[config.mk]
export PLATFORM = sky130hd
export DESIGN_NAME = bpa_ctrl
export DESIGN_NICKNAME = d
export VERILOG_FILES = /design/src/rtl/bpa_pkg.sv /design/src/rtl/bpa_ctrl.sv
export SDC_FILE = /design/constraint.sdc
export NUM_CORES = 1
export LEC_CHECK = 0
export ABC_AREA = 1
export BUFFER_PORTS_ARGS = -buffer_cell sky130_fd_sc_hd__buf_2
export CAP_MARGIN = 30
export CORE_AREA = 5 5 42 44
export CTS_CLUSTER_DIAMETER = 50
export CTS_CLUSTER_SIZE = 24
export DETAILED_ROUTE_END_ITERATION = 7
export DIE_AREA = 0 0 47 49
export PLACE_DENSITY = 0.59
export SETUP_SLACK_MARGIN = 0.05
export SLEW_MARGIN = 10
export SYNTH_ARGS = -nofsm -noshare
export SYNTH_HDL_FRONTEND = slang
export SYNTH_SLANG_ARGS = --single-unit
[constraint.sdc]
create_clock -name clk -period 1.5 [get_ports clk]
set_input_delay 0.45 -clock clk [delete_from_list [all_inputs] [get_ports clk]]
set_output_delay 0.45 -clock clk [all_outputs]
set_load 0.005 [all_outputs]
[src/rtl/bpa_pkg.sv]
`timescale 1ns / 1ps
`default_nettype none
// ----------------------------------------------------------------------------
// Bitmap page allocator package
// Action codes, controller states and the command/status words that link
// the controller to the datapath.
// ----------------------------------------------------------------------------
package bpa_pkg;

  localparam logic [1:0] ACT_CLEAR  = 2'd0;
  localparam logic [1:0] ACT_REGION = 2'd1;
  localparam logic [1:0] ACT_ALLOC  = 2'd2;

  localparam logic [31:0] TYPE_USABLE = 32'd1;

  localparam int PAGE_SHIFT = 12;
  localparam int ADDR_W     = 27;

  typedef enum logic [3:0] {
    S_RST_SWEEP,
    S_IDLE,
    S_CLR_SWEEP,
    S_REG_STOP,
    S_REG_CHECK,
    S_REG_WRITE,
    S_ALLOC_CHECK,
    S_ALLOC_TEST,
    S_DONE
  } state_t;

  typedef struct packed {
    logic load;      // capture the region, restart the walk, clear result
    logic clr_limit;
    logic set_limit;
    logic wr_fill;   // write an all-reserved word
    logic rd;
    logic reg_wr;    // write word with region pages freed
    logic alloc_wr;  // write word with lowest free page taken
    logic step;      // advance to next word
  } cmd_t;

  typedef struct packed {
    logic type_ok;
    logic sweep_last;
    logic reg_more;
    logic alloc_more;
    logic word_full;
  } status_t;

endpackage
`default_nettype wire

[src/rtl/bpa_ctrl.sv]
`timescale 1ns / 1ps
`default_nettype none
// ----------------------------------------------------------------------------
// Bitmap page allocator controller
// Sequences the fill sweep, region walk and allocation scan.
// ----------------------------------------------------------------------------
module bpa_ctrl (
  input  wire logic             clk,
  input  wire logic             rst,
  input  wire logic             start,
  input  wire logic [1:0]       action,
  input  wire bpa_pkg::status_t status,
  output bpa_pkg::cmd_t         cmd,
  output logic                  busy,
  output logic                  done
);
  import bpa_pkg::*;

  state_t state, state_next;

  always_ff @(posedge clk) begin
    if (rst) begin
      state <= S_RST_SWEEP;
    end else begin
      state <= state_next;
    end
  end

  always_comb begin
    state_next = state;
    case (state)
      S_RST_SWEEP: begin
        if (status.sweep_last) state_next = S_IDLE;
      end
      S_IDLE: begin
        if (start) begin
          case (action)
            ACT_CLEAR:  state_next = S_CLR_SWEEP;
            ACT_REGION: state_next = status.type_ok ? S_REG_STOP : S_DONE;
            ACT_ALLOC:  state_next = S_ALLOC_CHECK;
            default:    state_next = S_DONE;
          endcase
        end
      end
      S_CLR_SWEEP: begin
        if (status.sweep_last) state_next = S_DONE;
      end
      S_REG_STOP:    state_next = S_REG_CHECK;
      S_REG_CHECK:   state_next = status.reg_more ? S_REG_WRITE : S_DONE;
      S_REG_WRITE:   state_next = S_REG_CHECK;
      S_ALLOC_CHECK: state_next = status.alloc_more ? S_ALLOC_TEST : S_DONE;
      S_ALLOC_TEST:  state_next = status.word_full ? S_ALLOC_CHECK : S_DONE;
      S_DONE:        state_next = S_IDLE;
      default:       state_next = S_IDLE;
    endcase
  end

  always_comb begin
    cmd  = '0;
    busy = 1'b1;
    done = 1'b0;
    case (state)
      S_RST_SWEEP, S_CLR_SWEEP: begin
        cmd.wr_fill = 1'b1;
        cmd.step    = 1'b1;
      end
      S_IDLE: begin
        busy = 1'b0;
        if (start) begin
          cmd.load      = 1'b1;
          cmd.clr_limit = (action == ACT_CLEAR);
        end
      end
      S_REG_STOP:  cmd.set_limit = 1'b1;
      S_REG_CHECK: cmd.rd = status.reg_more;
      S_REG_WRITE: begin
        cmd.reg_wr = 1'b1;
        cmd.step   = 1'b1;
      end
      S_ALLOC_CHECK: cmd.rd = status.alloc_more;
      S_ALLOC_TEST: begin
        cmd.step     = status.word_full;
        cmd.alloc_wr = !status.word_full;
      end
      S_DONE: done = 1'b1;
      default: ;
    endcase
  end

endmodule
`default_nettype wire

---- Word level (Yosys, flattened, before mapping) ----
Index checks and enable logic that the tools add are counted.
word-level totals
  register bits ........................... 4
  output and inout port bits .............. 10
  logic and storage cells ................. 40
operators by class
  equality and inequality tests ........... 13
  muxes and demuxes ....................... 19
  reduce and logical (&&, ||, !) cells .... 7
operators with widths
  operator                                                                count
  4-bit two-way mux                                                       7
  4-bit case mux with 7 select lines                                      1
  4-bit by 3-bit equality test with 1-bit output (second input constant)  4
  4-bit case mux with 3 select lines                                      1
  4-bit by 2-bit equality test with 1-bit output (second input constant)  2
  1-bit two-way mux                                                       6
  2-bit != test (second input constant)                                   3
  4-bit by 1-bit equality test with 1-bit output (second input constant)  1
  4-bit equality test (second input constant)                             1
  4-bit logical NOT                                                       1
  2-bit two-way mux                                                       2
  1-bit case mux with 2 select lines                                      2
  2-bit OR reduction                                                      2
  3-bit AND reduction                                                     1
  3-bit OR reduction                                                      1
  2-bit by 1-bit equality test with 1-bit output (second input constant)  1
  2-bit equality test (second input constant)                             1
  2-bit logical NOT                                                       1
  1-bit logical NOT                                                       1

---- Longest topological paths before layout ----
Gate-level depths: netlist (run 1).
  depth in word-level cells ............... 4
  depth in mapped cells ................... 8
  gate-level depth less buffers ........... 8

---- Worst setup path before layout (run 1) ----
No wires, ideal clock.
  path kind ............................... flip-flop to output port
  start ................................... reg state[0]
  end ..................................... out cmd[6] in the netlist's numbering
  arrival ................................. 0.890 ns
  data required time ...................... 1.050 ns
  setup slack ............................. 0.160 ns
  cell stages (with the launch flop) ...... 5
  path through ............................ dfxtp_1 > inv_1 > nor2_2 > nand2_2 > nor4_1
RTL lines
  what                      line            RTL
  start: declaration        bpa_ctrl.sv:19  state_t state, state_next;
  start signal: assignment  bpa_ctrl.sv:25  state <= state_next;
  end: declaration          bpa_ctrl.sv:13  output bpa_pkg::cmd_t cmd,

==> results of run 1 <==
-- power groups by stage --
stage               Sequential [mW]  Clock [mW]  Combinational, mW
floorplan                     0.130           0              0.124
global placement              0.130           0              0.185
detailed placement            0.132           0              0.185
CTS                           0.139       0.140              0.224
global route                  0.142       0.143              0.278
finish                        0.140       0.133              0.253
-- repair_timing --
action / 4_1_cts / 5_1_grt
buffers inserted: 6 / 2
resized for setup: 16 / 3
pin swaps: 4 / 4
endpoints found under the setup margin: 10 / 10
-- how the worst max path moves through the flow --
stage	endpoint	slack [ns]	depth (start not counted)
3_5_place_dp	cmd[6]	0.02	5
5_1_grt	cmd[6]	-0.22	5
4_1_cts	cmd[1]	-0.14	6
6_report	cmd[6]	-0.13	5
3_3_place_gp	cmd[6]	0.07	5
2_1_floorplan	cmd[6]	0.16	4
-- area by class of cell --
class	count	share of cell area
Clock buffer	3	0.0317
Inverter	16	0.0847
Multi-Input combinational cell	55	0.499
Sequential cell	4	0.127
Tap cell	16	0.0282
Timing Repair Buffer	28	0.229
-- cells by family (layout without fill, tap and decap cells) --
kind of cell | after synthesis | in the layout
compound gates | 4 | 4
buf+inv | 16 | 47
flops | 4 | 4
simple gates | 51 | 51
-- layer usage --
| metal | up-vias | global-route usage | share of wire |
|---|---|---|---|
| met2 | 11 | 0.192 | 0.52 |
| met3 | 2 | 0.0111 | 0.041 |
| met4 | 0 | 0.0691 | 0.016 |
| met5 | - | 0 | 0 |
| met1 | 234 | 0.156 | 0.42 |
| li1 | 290 | - | - |
-- layout by cell type, fill, tap and decap left out, drive strengths merged --
master / count
inv: 16
a21oi: 2
nor2: 16
clkbuf: 3
nor4: 1
nand2: 23
nand3: 7
nand3b: 2
buf: 28
o21ai: 2
nor3: 2
dfxtp: 4
-- worst register-to-register path: cells and delay by family, from the launching register on --
kind                   cells  cell delay, ns
buffers and inverters      3            0.30
flip-flops                 1            0.37
AND/OR/NAND/NOR            5            0.42
AO/OA/AOI/OAI              1            0.06
-- per-stage QoR --
step | cell area [um2] | hold WS (ns)
floorplan | 444 | 0.504
global placement | 567 | 0.529
detailed placement | 567 | 0.544
CTS | 676 | 0.420
global route | 709 | 0.441
finish | 709 | 0.429
==> qor.txt, run 1 <==
status = finished with violations
failing checks = setup timing
top area cells in the synthesized netlist = dfxtp_1, nand2_1, inv_1
Setup CP Type = reg -> out
Largest regs = state x4
Cell Int Power = 0.323 mW
first-pass GRT wire length = 2.08 mm
fin util = 0.506
Gate Count Post-Synth = 75
Seq/Total Area, Yosys = 0.180
PortBufs = 19
final hold violation count = 0
Mapped Area = 444 um2
area grow syn2layout = 59.7%
Synth Area in Simple Gates = 0.614
Slew Limit Fails = 0
# nets final = 118
CTS tree = yes
hold_sp = rst
antenna violations before repair = 0
Seq cells post-synth = 4
pin count of the biggest net entering global routing = 7
post-route setup slack = -0.134 ns
Synth Area in XOR/XNOR = 0
sw power = 0.203 mW
Slew @ Worst Pin = 0.197 ns
top cells by count, synth = nand2_1, inv_1, nor2_1
syn avg cell area = 5.92 um2
Layout fillers = 150
DR DRC count = 0
Reg area = 90.1 um2
hold endpoint = state[1]
Diodes inserted = 0
Critical Path AT = 1.18 ns
hold_buf cts = 0
Die Y = 49 um
Crit-path slowest cell = dfxtp_4
clk_lat worst skew = 0.23 ns
Placed Cells = 111
Adder-Cell Fraction of Synth Area = 0
Switching Share = 0.386
reg-to-reg slack, setup = 0.23 ns
post-synthesis mux area share = 0
IO Count = 20
most frequent cell after synthesis = nand2_1
die area = 2300 um2
largest register by flop count = state
H-tree depth = 1
total chip power = 0.525 mW
final wirelength = 1.32 mm
minimum clock period = 1.63 ns
# setup viols final = 6
DRT iter0 DRCs = 2
GPL Wtd Cong = 0.829
total clock sinks = 4
Peak VDD IR = 0.000489 V
global-route usage over all layers = 0.123
Crit. End Element = output port
delay-heaviest family, CP = flip-flops
largest family of logic cells by synthesized area = simple AND/OR/NAND/NOR gates
Yosys top cell by area = dfxtp_1
post-route antenna net violation count = 0
top-area cell type share of the netlist area = 0.180
compound-cell area share of the yosys netlist = 0.0704
clock-pin slew on the worst setup and hold paths = 0.04 ns
CP startpoint kind = flop
Synth Flop Type = dfxtp_1
Max stage delay on crit path = 0.40 ns
non-filler cells, final = 122
Comb pwr share = 0.481
clock share of power = 0.253
pre-CTS WS = 0.0188 ns
HPWL Detailed = 978 um
max_cap viols = 0
Flop pwr share = 0.266
min-delay worst type = in -> reg
pwr dens = 741 nW/um2
layout cell share with drive strength beyond 1 = 0.613
ratio of final minimum period to clock period = 1.09
clock root buffer = clkbuf_4
routed vias = 537
DR pass1 iterations = 2
Fmax = 612 MHz
worst r2r dst = state[0]
Netlist cell types = 17
multi-input logic area = 354 um2
Post-synth ARST share = 0
skew final = 0.000330 ns
syn_nets = 85
Worst Setup SP = state[0]
FP Rows = 14
Leak Pwr = 0.401 nW
CP required = 1.05 ns
post-DR vias/cell = 4.40
worst rel slew slack = 0.868
reg-to-reg startpoint = state[3]
Worst Path Buf+Inv = 2
max reg flops = 4
Routed WL per cell = 10.9 um
vias in the first global route = 508
Inserted Clock Buffers = 3
core area = 1400 um2
Worst Reg-to-Reg Cells = 9
clock buffer depth = 2
number of flops mapped to enable cells by yosys = 0
GR Overflow Total = 0
initial core utilization = 0.317
worst hold stages = 2
critical-path cell list = inv_2, nor2_4, nand2_4, nor4_4, buf_2
warnings from Yosys = 0
Setup TNS = -0.527 ns
die width = 47 um
CP max FO = 6
RSZ-0062 raised after global routing = true
Note: power is estimated with default switching activity, not from simulation.
==> run 2: changes to the inputs <==
--- a/config.mk
+++ b/config.mk
@@ -5,7 +5,6 @@
 export SDC_FILE = /design/constraint.sdc
 export NUM_CORES = 1
 export LEC_CHECK = 0
-export ABC_AREA = 1
 export BUFFER_PORTS_ARGS = -buffer_cell sky130_fd_sc_hd__buf_2
 export CAP_MARGIN = 30
 export CORE_AREA = 5 5 42 44
@@ -13,7 +12,7 @@
 export CTS_CLUSTER_SIZE = 24
 export DETAILED_ROUTE_END_ITERATION = 7
 export DIE_AREA = 0 0 47 49
-export PLACE_DENSITY = 0.59
+export PLACE_DENSITY = 0.55
 export SETUP_SLACK_MARGIN = 0.05
 export SLEW_MARGIN = 10
 export SYNTH_ARGS = -nofsm -noshare
==> run 2 against run 1 <==
  * Critical path depth unchanged
  * Flip-flop and latch count unchanged
  * Design area increased by 2.8%
  * The run still ends with setup timing left
  * Worst setup slack worse by 0.051 ns
  * Sequential power down 19%
  * Synthesized cell count down 31%
==> qor.txt, run 2 <==
ratio of final minimum period to clock period = 1.12 (was 1.09)
Switching Share = 0.282 (was 0.386)
fin util = 0.521 (was 0.506)
antenna violations before repair = 0 (unchanged)
total chip power = 0.372 mW (was 0.525 mW)
Seq cells post-synth = 4 (unchanged)
layout cell share with drive strength beyond 1 = 0.659 (was 0.613)
min-delay worst type = in -> reg (unchanged)
Diodes inserted = 0 (unchanged)
initial core utilization = 0.283 (was 0.317)
Slew Limit Fails = 0 (unchanged)
Synth Flop Type = dfxtp_1 (unchanged)
top-area cell type share of the netlist area = 0.202 (was 0.180)
Seq/Total Area, Yosys = 0.202 (was 0.180)
largest register by flop count = state (unchanged)
pin count of the biggest net entering global routing = 7 (unchanged)
DRT iter0 DRCs = 5 (was 2)
DR pass1 iterations = 4 (was 2)
Worst Setup SP = state[2] (was state[0])
area grow syn2layout = 83.9% (was 59.7%)
status = finished with violations (unchanged)
Die Y = 49 um (unchanged)
reg-to-reg startpoint = state[2] (was state[3])
clock-pin slew on the worst setup and hold paths = 0.04 ns (about the same)
sw power = 0.105 mW (was 0.203 mW)
die area = 2300 um2 (unchanged)
worst rel slew slack = 0.835 (was 0.868)
hold_buf cts = 0 (unchanged)
DR DRC count = 0 (unchanged)
commonest non-fill, non-tap cells in the layout = buf_2, buf_4, nor2_1, buf_6 (was buf_2, nand2_1, inv_1)
final wirelength = 1.17 mm (was 1.32 mm)
# nets final = 100 (was 118)
FP Rows = 14 (unchanged)
GPL Wtd Cong = 0.804 (was 0.829)
most common cell after layout, fill and taps aside = buf_2 (unchanged)
Inserted Clock Buffers = 3 (unchanged)
minimum clock period = 1.69 ns (was 1.63 ns)
Yosys top cell by area = dfxtp_1 (unchanged)
max_cap viols = 0 (unchanged)
RSZ-0062 raised after global routing = true (unchanged)
Comb pwr share = 0.324 (was 0.481)
number of flops mapped to enable cells by yosys = 0 (unchanged)
Mapped Area = 397 um2 (was 444 um2)
syn_nets = 62 (was 85)
clk_lat worst skew = 0.24 ns (was 0.23 ns)
most frequent cell after synthesis = nor2_1 (was nand2_1)
clock root buffer = clkbuf_4 (unchanged)
post-route setup slack = -0.185 ns (was -0.134 ns)
pre-CTS WS = -0.0510 ns (was 0.0188 ns)
post-route antenna net violation count = 0 (unchanged)
max reg flops = 4 (unchanged)
Netlist cell types = 28 (was 17)
pwr dens = 510 nW/um2 (was 741 nW/um2)
Cell Int Power = 0.267 mW (was 0.323 mW)
warnings from Yosys = 0 (unchanged)
CTS tree = yes (unchanged)
Critical Path AT = 1.24 ns (was 1.18 ns)
post-DR vias/cell = 4.90 (was 4.40)
final hold violation count = 0 (unchanged)
CP max FO = 3 (was 6)
Leak Pwr = 0.351 nW (was 0.401 nW)
H-tree depth = 1 (unchanged)
Crit. End Element = output port (unchanged)
Slew @ Worst Pin = 0.246 ns (was 0.197 ns)
hold_sp = rst (unchanged)
clock buffer depth = 2 (unchanged)
IO Count = 20 (unchanged)
Largest regs = state x4 (unchanged)
die width = 47 um (unchanged)
top cells by count, synth = nor2_1, dfxtp_1, nand2_1, nand2b_1 (was nand2_1, inv_1, nor2_1)
total clock sinks = 4 (unchanged)
core area = 1400 um2 (unchanged)
Setup TNS = -0.931 ns (was -0.527 ns)
syn avg cell area = 7.63 um2 (was 5.92 um2)
vias in the first global route = 505 (was 508)
top area cells in the synthesized netlist = dfxtp_1, nand2b_1, nor3b_1 (was dfxtp_1, nand2_1, inv_1)
HPWL Detailed = 894 um (was 978 um)
PortBufs = 19 (unchanged)
Flop pwr share = 0.307 (was 0.266)
clock share of power = 0.369 (was 0.253)
# setup viols final = 9 (was 6)
Routed WL per cell = 11.2 um (was 10.9 um)
Fmax = 593 MHz (was 612 MHz)
Gate Count Post-Synth = 52 (was 75)
Setup CP Type = reg -> out (unchanged)
GR Overflow Total = 0 (unchanged)
failing checks = setup timing (unchanged)
global-route usage over all layers = 0.118 (was 0.123)
first-pass GRT wire length = 2.01 mm (was 2.08 mm)
routed vias = 510 (was 537)
CP required = 1.05 ns (about the same)
Post-synth ARST share = 0 (unchanged)
Peak VDD IR = 0.000284 V (was 0.000489 V)
CP startpoint kind = flop (unchanged)
skew final = 0.00400 ns (was 0.000330 ns)
==> run 2: changes by cell type after synthesis, moves of 3 or more <==
| cell | delta |
|---|---|
| a21oi_1 | +3 |
| nand3_1 | -3 |
| nor3_1 | +3 |
| inv_2 | -4 |
| nor2_2 | -5 |
| nor2_1 | -5 |
| nand2_1 | -13 |
| inv_1 | -10 |
| nand2b_1 | +4 |
| nor3b_1 | +3 |
| nand2_2 | -5 |
==> run 2: worst paths after layout <==
path / endpoint / slack, ns / cells past startpoint
max: cmd[6] / -0.19 / 5
min: state[0] / 0.38 / 2
max reg2reg: state[2] / 0.13 / 6
min reg2reg: state[0] / 0.55 / 2
==> run 2: routing by layer <==
metal / part of all wire / track usage
met2: 0.51 / 0.181
met1: 0.39 / 0.136
met5: 0 / 0
met3: 0.088 / 0.0258
met4: 0.0094 / 0.0829
==> run 2: cell type report <==
type	instances	area, um2
well taps	16	20.0
clock buffers	3	22.5
repair buffers	37	250
multi-input cells	42	340
inverters	2	7.51
fillers	138	672
flip-flops and latches	4	88.8
==> run 2: logic make-up (layout without fill, tap and decap cells) <==
family                 Yosys count  after routing  share of synthesized area
AOI/OAI and AO/OA                9              9                      0.155
buffers and inverters            6             42                     0.0978
DFF                              4              4                      0.202
muxes                            3              3                     0.0789
and+or+nand+nor                 30             30                      0.467
==> run 2: power by group through the flow <==
stage / Sequential, mW / Clock, mW / Combinational [mW]
6_report: 0.114 / 0.137 / 0.120
5_1_grt: 0.115 / 0.147 / 0.134
4_1_cts: 0.115 / 0.143 / 0.123
3_5_place_dp: 0.117 / 0 / 0.0948
3_3_place_gp: 0.116 / 0 / 0.0940
2_1_floorplan: 0.113 / 0 / 0.0529
==> run 2: metrics by stage <==
step	cell area (um2)	hold WS [ns]	cells
floorplan	402	0.522	52
global placement	576	0.578	95
detailed placement	576	0.564	95
CTS	723	0.371	105
global route	729	0.395	104
finish	729	0.381	104
==> run 2: worst max-delay path, stage by stage (launching register included) <==
cell and delay [ns]:
dfxtp_2 0.31, nand2b_4 0.14, nor3_4 0.13, and2_4 0.16, nor3b_2 0.13, buf_2 0.13
==> run 2: repair_timing <==
| item | CTS | global route |
|---|---|---|
| buffers inserted | 7 | 0 |
| pin swaps | 4 | 3 |
| endpoints found under the setup margin | 10 | 12 |
| resized for setup | 20 | 4 |
